--- src/rtl/oesc_pkg.sv ---
`default_nettype none
package oesc_pkg;

  // defaults for the top-level parameters
  localparam int MAX_LEN_DEF       = 16;
  localparam int EVENT_ID_BITS_DEF = 16;

  // fixed field widths
  localparam int OP_W  = 2;
  localparam int IDX_W = 4;
  localparam int LEN_W = 5;
  localparam int OUT_W = 2;

  // queue between front and back
  localparam int QUEUE_DEPTH = 2;
  localparam int QPTR_W      = $clog2(QUEUE_DEPTH);
  localparam int QCNT_W      = $clog2(QUEUE_DEPTH + 1);

  // op field codes
  localparam logic [OP_W-1:0] OP_LOAD    = 2'd0;
  localparam logic [OP_W-1:0] OP_RESTART = 2'd1;
  localparam logic [OP_W-1:0] OP_OBSERVE = 2'd2;

  // outcome codes
  typedef enum logic [OUT_W-1:0] {
    OUT_WAIT = 2'd0,
    OUT_DONE = 2'd1,
    OUT_FAIL = 2'd2
  } outcome_t;

  // classified command carried through the queue
  typedef enum logic [1:0] {
    CMD_NOP     = 2'd0,
    CMD_LOAD    = 2'd1,
    CMD_RESTART = 2'd2,
    CMD_OBSERVE = 2'd3
  } cmd_t;

  // head of queue as seen by the back part
  typedef struct packed {
    logic             valid;
    cmd_t             cmd;
    logic [IDX_W-1:0] idx;
  } q_ctrl_t;

endpackage
`default_nettype wire

--- src/rtl/oesc_ram.sv ---
`default_nettype none
module oesc_ram #(
  parameter  int WIDTH = 16,
  parameter  int DEPTH = 16,
  localparam int AW    = (DEPTH > 1) ? $clog2(DEPTH) : 1
) (
  input  wire logic             clk,
  input  wire logic             we,
  input  wire logic [AW-1:0]    waddr,
  input  wire logic [WIDTH-1:0] wdata,
  input  wire logic [AW-1:0]    raddr,
  output logic      [WIDTH-1:0] rdata_r
);

  logic [WIDTH-1:0] mem_r [DEPTH];

  // one write port, one registered read port
  always_ff @(posedge clk) begin
    if (we) begin
      mem_r[waddr] <= wdata;
    end
    rdata_r <= mem_r[raddr];
  end

endmodule
`default_nettype wire

--- src/rtl/oesc_back.sv ---
`default_nettype none
module oesc_back
  import oesc_pkg::*;
#(
  parameter  int MAX_LEN       = MAX_LEN_DEF,
  parameter  int EVENT_ID_BITS = EVENT_ID_BITS_DEF,
  localparam int PTR_W         = $clog2(MAX_LEN + 1)
) (
  input  wire logic                     clk,
  input  wire logic                     rst_n,
  input  wire logic                     cfg_valid,
  input  wire logic [LEN_W-1:0]         cfg_seq_length,
  input  wire q_ctrl_t                  q_head,
  input  wire logic [EVENT_ID_BITS-1:0] q_ev,
  output logic                          q_take,
  output logic                          out_strobe,
  output logic      [OUT_W-1:0]         out_outcome,
  output logic      [PTR_W-1:0]         out_progress
);

  localparam int AW = (MAX_LEN > 1) ? $clog2(MAX_LEN) : 1;

  typedef enum logic [2:0] {
    ST_IDLE = 3'b001,
    ST_CMP  = 3'b010,
    ST_SCAN = 3'b100
  } state_t;

  state_t                   state_r, state_nxt;
  logic [PTR_W-1:0]         ptr_r, ptr_nxt;
  logic [PTR_W-1:0]         scan_r, scan_nxt;
  logic [EVENT_ID_BITS-1:0] ev_r, ev_nxt;
  logic [LEN_W-1:0]         seq_len_r;
  logic                     strobe_r, strobe_nxt;
  outcome_t                 outcome_r, outcome_nxt;
  logic [PTR_W-1:0]         progress_r, progress_nxt;
  logic [PTR_W-1:0]         len_eff;
  logic [PTR_W-1:0]         ptr_plus;
  logic [PTR_W-1:0]         scan_plus;
  logic                     we;
  logic [AW-1:0]            raddr;
  logic [EVENT_ID_BITS-1:0] rdata;

  // length register, clamped to the table size
  always_ff @(posedge clk) begin
    if (!rst_n) begin
      seq_len_r <= '0;
    end else if (cfg_valid) begin
      seq_len_r <= cfg_seq_length;
    end
  end

  assign len_eff   = (int'(seq_len_r) > MAX_LEN) ? PTR_W'(MAX_LEN) : PTR_W'(seq_len_r);
  assign ptr_plus  = ptr_r + PTR_W'(1);
  assign scan_plus = scan_r + PTR_W'(1);

  // sequence table
  oesc_ram #(
    .WIDTH (EVENT_ID_BITS),
    .DEPTH (MAX_LEN)
  ) u_table (
    .clk     (clk),
    .we      (we),
    .waddr   (AW'(q_head.idx)),
    .wdata   (q_ev),
    .raddr   (raddr),
    .rdata_r (rdata)
  );

  // sequencer: execute, compare at pointer, then scan consumed entries
  always_comb begin
    state_nxt    = state_r;
    ptr_nxt      = ptr_r;
    scan_nxt     = scan_r;
    ev_nxt       = ev_r;
    strobe_nxt   = 1'b0;
    outcome_nxt  = outcome_r;
    progress_nxt = progress_r;
    q_take       = 1'b0;
    we           = 1'b0;
    raddr        = ptr_r[AW-1:0];
    unique case (state_r)
      ST_IDLE: begin
        if (q_head.valid) begin
          q_take       = 1'b1;
          strobe_nxt   = 1'b1;
          outcome_nxt  = OUT_WAIT;
          progress_nxt = ptr_r;
          unique case (q_head.cmd)
            CMD_LOAD: begin
              we = 1'b1;
            end
            CMD_RESTART: begin
              ptr_nxt      = '0;
              progress_nxt = '0;
            end
            CMD_OBSERVE: begin
              if (len_eff == '0 || ptr_r >= len_eff) begin
                outcome_nxt = OUT_FAIL;
              end else begin
                strobe_nxt = 1'b0;
                ev_nxt     = q_ev;
                state_nxt  = ST_CMP;
              end
            end
            CMD_NOP: begin
            end
          endcase
        end
      end
      ST_CMP: begin
        raddr = '0;
        if (rdata == ev_r) begin
          ptr_nxt      = ptr_plus;
          strobe_nxt   = 1'b1;
          outcome_nxt  = (ptr_plus == len_eff) ? OUT_DONE : OUT_WAIT;
          progress_nxt = ptr_plus;
          state_nxt    = ST_IDLE;
        end else if (ptr_r == '0) begin
          strobe_nxt   = 1'b1;
          outcome_nxt  = OUT_FAIL;
          progress_nxt = ptr_r;
          state_nxt    = ST_IDLE;
        end else begin
          scan_nxt  = '0;
          state_nxt = ST_SCAN;
        end
      end
      ST_SCAN: begin
        raddr = scan_plus[AW-1:0];
        if (rdata == ev_r) begin
          strobe_nxt   = 1'b1;
          outcome_nxt  = OUT_WAIT;
          progress_nxt = ptr_r;
          state_nxt    = ST_IDLE;
        end else if (scan_plus == ptr_r) begin
          strobe_nxt   = 1'b1;
          outcome_nxt  = OUT_FAIL;
          progress_nxt = ptr_r;
          state_nxt    = ST_IDLE;
        end else begin
          scan_nxt = scan_plus;
        end
      end
      default: begin
        state_nxt = ST_IDLE;
      end
    endcase
  end

  // control state
  always_ff @(posedge clk) begin
    if (!rst_n) begin
      state_r  <= ST_IDLE;
      ptr_r    <= '0;
      strobe_r <= 1'b0;
    end else begin
      state_r  <= state_nxt;
      ptr_r    <= ptr_nxt;
      strobe_r <= strobe_nxt;
    end
  end

  // payload registers
  always_ff @(posedge clk) begin
    scan_r     <= scan_nxt;
    ev_r       <= ev_nxt;
    outcome_r  <= outcome_nxt;
    progress_r <= progress_nxt;
  end

  assign out_strobe   = strobe_r;
  assign out_outcome  = outcome_r;
  assign out_progress = progress_r;

  // a result follows a take or the end of a compare or scan
  a_strobe_cause: assert property (@(posedge clk) disable iff (!rst_n)
    strobe_r |-> $past(q_take) || $past(state_r == ST_CMP) || $past(state_r == ST_SCAN))
    else $error("result without an item");

  // nothing is taken from the queue while an observe is in flight
  a_no_take_busy: assert property (@(posedge clk) disable iff (!rst_n)
    state_r != ST_IDLE |-> !q_take)
    else $error("take while observe in flight");

  // scan stays below the pointer
  a_scan_bound: assert property (@(posedge clk) disable iff (!rst_n)
    state_r == ST_SCAN |-> scan_r < ptr_r)
    else $error("scan past pointer");

  // scanning never moves the pointer
  a_scan_ptr: assert property (@(posedge clk) disable iff (!rst_n)
    state_r == ST_SCAN |=> ptr_r == $past(ptr_r))
    else $error("pointer moved during scan");

endmodule
`default_nettype wire

--- config.mk ---
export PLATFORM = sky130hd
export DESIGN_NAME = oesc_back
export DESIGN_NICKNAME = d
export VERILOG_FILES = /design/src/rtl/oesc_pkg.sv /design/src/rtl/oesc_ram.sv /design/src/rtl/oesc_back.sv
export SDC_FILE = /design/constraint.sdc
export NUM_CORES = 1
export LEC_CHECK = 0
export ABC_CLOCK_PERIOD_IN_PS = 4900
export BUFFER_PORTS_ARGS = -buffer_cell sky130_fd_sc_hd__buf_4
export CAP_MARGIN = 10
export CORE_MARGIN = 2
export CORE_UTILIZATION = 40
export CTS_CLUSTER_DIAMETER = 30
export DETAILED_ROUTE_END_ITERATION = 10
export HOLD_SLACK_MARGIN = 0.03
export SYNTH_ARGS = -nofsm -noshare
export SYNTH_HDL_FRONTEND = slang
export SYNTH_HIERARCHICAL = 1
export SYNTH_SLANG_ARGS = --single-unit
--- constraint.sdc ---
create_clock -name clk -period 4.9 [get_ports clk]
set_input_delay 0.245 -clock clk [delete_from_list [all_inputs] [get_ports clk]]
set_output_delay 0.245 -clock clk [all_outputs]
set_load 0.02 [all_outputs]
==> results of run 1 <==
## registers in the layout, summed over array words and instances, names as in the netlist
register,count
ev_r,16
out_outcome,2
out_progress,5
out_strobe,1
ptr_r,5
scan_r,5
seq_len_r,5
state_r,3
u_table/mem_r,256
u_table/rdata_r,16
## kinds of logic after synthesis
group / count (synthesis) / synth area share
buffers and inverters: 41 / 0.0166
AND/OR/NAND/NOR: 110 / 0.0467
flip-flops: 314 / 0.739
AO/OA/AOI/OAI: 77 / 0.0440
multiplexers: 69 / 0.124
XOR/XNOR: 31 / 0.0220
adder cells (fa/ha/maj): 8 / 0.00810
## stage by stage
step                      utilization  instance area (sq um)  setup WS [ns]  std cells
after floorplan                     -                  12400           1.49        650
after global placement          0.430                  13100           1.76       1067
after detailed placement        0.430                  13100           1.62       1067
after CTS                       0.508                  15500           1.58       1203
after global routing            0.508                  15500           1.31       1203
final                           0.508                  15500           1.46       1203
## routing by layer
metal | GRT usage | up-vias | part of all wire
met5 | 0 | - | 0
met4 | 0.0475 | 0 | 0.015
met3 | 0.0314 | 41 | 0.058
met2 | 0.279 | 248 | 0.50
met1 | 0.222 | 3443 | 0.43
li1 | - | 2879 | -
## worst paths after layout
kind / start / to / slack, ns / cells after the start
max: state_r[0] / u_table/mem_r[5][0] / 1.46 / 6
min: q_ev[2] / u_table/mem_r[10][2] / 0.04 / 1
max reg2reg: state_r[0] / u_table/mem_r[5][0] / 1.46 / 6
min reg2reg: ptr_r[1] / ptr_r[1] / 0.61 / 2
## power by group through the flow
| stage | clock, W | sequential (W) | combinational, W |
|---|---|---|---|
| final | 0.00426 | 0.00295 | 0.000139 |
| after global placement | 0 | 0.00300 | 0.000119 |
| after detailed placement | 0 | 0.00300 | 0.000124 |
| after CTS | 0.00431 | 0.00295 | 0.000139 |
| after floorplan | 0 | 0.00300 | 0.0000383 |
| after global routing | 0.00445 | 0.00295 | 0.000150 |
## critical path, stage by stage (launching register included)
cell and delay, ns:
dfxtp_1 0.41, nand3b_1 0.13, nor2_1 0.25, inv_1 0.13
nor3b_1 0.71, nand3b_1 0.41, nor2_2 0.98
## repair_timing
| item | CTS | global route |
|---|---|---|
| buffers inserted | 0 | 0 |
| hold buffers | 21 | 0 |
| hold endpoints to repair | 174 | 0 |
## final cells by class
cell class	count	area share
sequential	314	0.589
inverter	10	0.00242
timing repair buffer	73	0.0387
tap	396	0.0320
clock inverter	52	0.0398
clock buffer	63	0.0996
multi-input combinational	295	0.199
## cell usage in the layout, fill, tap and decap left out, drive strengths merged, types with 2 or more instances in the layout
| cell type | count |
|---|---|
| o21ai | 9 |
| or4 | 2 |
| a2111oi | 2 |
| and2 | 5 |
| bufinv | 10 |
| buf | 52 |
| xor2 | 23 |
| ha | 8 |
| nand4 | 4 |
| mux4 | 64 |
| o22ai | 2 |
| dlygate4sd3 | 21 |
| nand2b | 6 |
| inv | 21 |
| mux2i | 5 |
| nand3b | 4 |
| edfxtp | 284 |
| nor3 | 10 |
| nor2b | 5 |
| clkbuf | 63 |
| nor2 | 29 |
| nand2 | 26 |
| o32ai | 2 |
| nor3b | 3 |
| a21oi | 10 |
| nor4 | 5 |
| a311oi | 2 |
| a21o | 4 |
| xnor2 | 8 |
| nand3 | 7 |
| clkinvlp | 8 |
| dfxtp | 30 |
| a22oi | 33 |
| clkinv | 23 |
| a31oi | 6 |
==> results.yml, run 1 <==
outcome:
  status: "finished, final reports clean"
grt:
  grt_pass1_vias: 7141
  antenna_found_initial: 0
  grt_start_max_net_pins: 49
  grt_overflow: 0
  grt_pass1_wl_um: 41400
  track_usage: 0.166
power:
  p_total_w: 0.00735
  ir_drop_v: 0.000402
  intPower_w: 0.00583
  seqPwrFrac: 0.401
  leakagePower_nw: 5.17
  switchingPower_w: 0.00152
  power.density_mw_per_mm2: 474
  swShare: 0.206
  pwr-share-clk: 0.580
  p_comb_frac: 0.019
detailed_routing:
  route.detailed.drc: 0
  vias_per_cell: 5.50
  routed_wl_um: 26700
  dr.pass1.iters: 5
  drt-initial-drc-count: 559
  wl_per_cell_um: 22.2
  postRouteAntennaNets: 0
  vias: 6611
clocking:
  clk_path_buf_depth: 3
  cts_made_buffers: 61
  cts_tree: "yes"
  cts.sinks: 314
  clk_pin_slew_worst_paths_ns: 0.05
  cts_resized: 0
  clkLatencyLatePin_ns: 0.58
  cts_root_buffer: "clkbuf_16"
  h-tree-depth: 2
timing:
  tns_ns: 0
  final-hold-violation-count: 0
  fin_worst_skew_ns: 0.0385
  grt_setup_unrepaired: "no"
  holdWs_ns: 0.0396
  worstMarginPinSlew_ns: 1.13
  report.final.slew_viol_count: 0
  period_share: 0.702
  slew_headroom: 0.245
  post-route-min-period_ns: 3.44
  fmax_mhz: 291
  setup_viol: 0
floorplanning:
  die_w_um: 180
  rows: 64
  initial_core_util: 0.405
  die-area_sq_mm: 0.0323
  fp.dieH_um: 180
  ios: 40
  core-area_sq_mm: 0.0305
synth:
  synth_top_area_cell: "edfxtp_1"
  synth_area_sq_mm: 0.0124
  yosysMostFrequentCell: "edfxtp_1"
  synthTopCellsByCount: "284 x edfxtp_1, 54 x mux4_2, 33 x a22oi_1, 30 x dfxtp_1, 29 x nor2_1"
  synthCells: 650
  ys_seq_area_frac: 0.739
  ys_ff_latch: 314
  netlist.area_leader.share: 0.690
  syn_avg_cell_area_sq_um: 19.0
  synthArstFlopShare: 0
  synthTopCellsByArea: "edfxtp_1 69%, mux4_2 9.8%, dfxtp_1 4.9%"
  syn-num-nets: 689
  synth_edf_count: 284
  yosys_warnings: 6
  ys.flop_type: "edfxtp_1"
  ys_types: 50
hold_path:
  min_path_type: "primary input to register"
placement:
  dp_hpwl_um: 16300
  io_buffers: 39
  gp_congestion: 0.789
setup_path:
  cp_max_fo: 16
  critPathKind: "register to register"
  cp_data_required_time_ns: 5.07
  critical_path_arrival_ns: 3.61
  critPathLaunchType: "register"
  crit_path_end_kind: "register"
finish:
  fin_nets: 794
  multi_input_area_sq_mm: 0.00308
  regArea_sq_mm: 0.00913
  final_layout_size_suffix_gt1_frac: 0.300
  fill_cells: 2424
  num_antenna_cells: 0
  area_delta_synth_final_pct: 25.5
job:
  max-cap-violations: 0
Note: power is estimated with default switching activity, not from simulation.
==> inputs of run 2 (changes only) <==
Settings changed: ABC_CLOCK_PERIOD_IN_PS 4900 to 2950.
Clock period 4.9 ns to 2.95 ns, I/O delays scaled along.
==> run 2 against run 1 <==
Net effect:
- register-to-register slack got worse by 1.1 ns
- sequential share of layout area fell by 1.7 points
- via count rose by 1.8%
- first-iteration DRC count rose by 8.4%
- cell count rose by 3.4%
- final area rose by 3.0%
- total power rose by 71%
- clock skew fell by 0.011 ns
- wire length rose by 2.1%
- non-clock buffer count rose by 33
- die area did not move
- count of clock-buffer cells in the layout rose by 18
- largest power group unchanged
==> results.yml, run 2 (same netlist as run 1, synthesis figures left out) <==
setup_path:
  crit_buf_inv: 2
  endpoint: "ev_r[5]"
  path_cells: "inv_1 -> nand2_1 -> ha_1 -> a21oi_1 -> o21ai_0 -> a31oi_1 -> and3_1 -> and2_1 -> buf_4"
  critical_path_arrival_ns: 2.83
  cp_max_fo: 16
  critPathKind: "register to register"
  r2r_end: "ev_r[5]"
  cp_slowest_cell: "dfxtp_1"
  crit_path_end_kind: "register"
  crit_cells: 9
  crit_start: "seq_len_r[4]"
  cp_data_required_time_ns: 3.15
  critPathLaunchType: "register"
  reg2reg_from: "seq_len_r[4]"
  path_delay_family: "flip-flops"
  rr_worst_depth: 9
  regToRegSetupSlack_ns: 0.32
  max_stage_delay_ns: 0.53
grt:
  grt_start_max_net_pins: 65
  grt_pass1_wl_um: 41900
  antenna_found_initial: 0
  grt_overflow: 0
  grt_pass1_vias: 7216
  track_usage: 0.171
power:
  power.density_mw_per_mm2: 785
  leakagePower_nw: 5.43
  ir_drop_v: 0.000441
  p_total_w: 0.0125
finish:
  num_antenna_cells: 0
  largest_reg_flops: 256
  reg_top3: "u_table/mem_r (256), ev_r (16), u_table/rdata_r (16)"
  largest-register: "u_table/mem_r"
  area_delta_synth_final_pct: 29.2
  fin_nets: 833
  mostFrequentLayoutCell: "edfxtp_1"
  final_cell_mix: "284 x edfxtp_1, 74 x buf_4, 70 x clkbuf_16"
  final_layout_size_suffix_gt1_frac: 0.314
  fill_cells: 2391
  final_util: 0.523
  final_cell_count_no_fill: 1244
detailed_routing:
  routed_wl_um: 27200
  vias_per_cell: 5.41
  postRouteAntennaNets: 0
  route.detailed.drc: 0
  wl_per_cell_um: 21.9
  vias: 6733
  drt-initial-drc-count: 606
  dr.pass1.iters: 5
placement:
  io_buffers: 39
  dp_cells: 1092
  dp_hpwl_um: 15700
  gp_congestion: 0.918
clocking:
  cts_tree: "yes"
  cts.sinks: 314
  post_cts_buffers: 0
  cts_root_buffer: "clkbuf_16"
  clk_path_buf_depth: 3
  clkLatencyLatePin_ns: 0.55
  cts_made_buffers: 67
  h-tree-depth: 3
  clk_pin_slew_worst_paths_ns: 0.04
job:
  max-cap-violations: 0
outcome:
  status: "finished, final reports clean"
timing:
  final-hold-violation-count: 0
  fmax_mhz: 380
  fin_worst_skew_ns: 0.0276
  tns_ns: 0
  post-route-min-period_ns: 2.63
  report.final.slew_viol_count: 0
  slew_headroom: 0.535
  setup_viol: 0
  holdWs_ns: 0.143
  period_share: 0.892
  grt_setup_unrepaired: "no"
  worstMarginPinSlew_ns: 0.698
floorplanning:
  rows: 64
  core-area_sq_mm: 0.0305
  die_w_um: 180
  initial_core_util: 0.405
  die-area_sq_mm: 0.0323
  ios: 40
  fp.dieH_um: 180
hold_path:
  hold_depth: 5
  min_path_type: "primary input to register"
[run 2: cell types whose count changed in the layout (fill, tap and decap cells not counted), sizes merged]
cell | before | now
buf | 52 | 77
clkbuf | 63 | 81
dlygate4sd3 | 21 | 29
inv | 21 | 13
clkinv | 23 | 26
clkinvlp | 8 | 5
bufinv | 10 | 8
[run 2: stage by stage]
step / worst slack, ns / instance area (sq um)
after global placement: 0.427 / 13400
after global routing: 0.180 / 16000
after floorplan: -0.0199 / 12400
after CTS: 0.214 / 16000
final: 0.318 / 16000
after detailed placement: 0.237 / 13400
[run 2: cell type report]
cell class,instances,area (sq um),share of cell area
clock buffer,81,1820,0.114
inverter,10,37.5,0.00235
timing repair buffer,106,906,0.0567
sequential,314,9130,0.572
clock inverter,42,465,0.0292
multi-input combinational,295,3110,0.195
tap,396,495,0.0310
[run 2: how the worst min path moves through the flow]
| stage | from | end | slack, ns |
|---|---|---|---|
| after floorplan | q_ev[0] | ev_r[0] | 0.25 |
| final | q_head[6] | out_strobe | 0.14 |
| after global routing | q_head[6] | out_strobe | 0.16 |
| after CTS | q_head[6] | out_strobe | 0.12 |
| after detailed placement | cfg_seq_length[2] | seq_len_r[2] | 0.39 |
| after global placement | cfg_seq_length[2] | seq_len_r[2] | 0.39 |
[run 2: layer usage]
metal	vias up	GRT usage	wire, um
li1	2965	-	-
met1	3456	0.223	11500
met2	252	0.281	13400
met3	60	0.0357	1660
met4	0	0.0673	747
met5	-	0	0
[run 2: what timing repair did]
item | 4_1_cts | 5_1_grt
hold endpoints to repair | 284 | 0
setup endpoints to repair | 0 | 2
hold buffers | 29 | 0
resized for setup | 0 | 1
[run 2: power breakdown]
part	internal, W	switching (W)	total (W)
Clock	0.00509	0.00230	0.00739
Sequential	0.00489	0.0000123	0.00490
Combinational	0.0000963	0.000139	0.000235
Total	0.0101	0.00245	0.0125
[run 2: worst register-to-register path: cells and delay by family (launching register included)]
kind	cells	cell delay [ns]
AOI/OAI and AO/OA	3	0.53
adders and majority gates	1	0.25
buffers and inverters	2	0.45
DFF	1	0.53
and+or+nand+nor	3	0.53
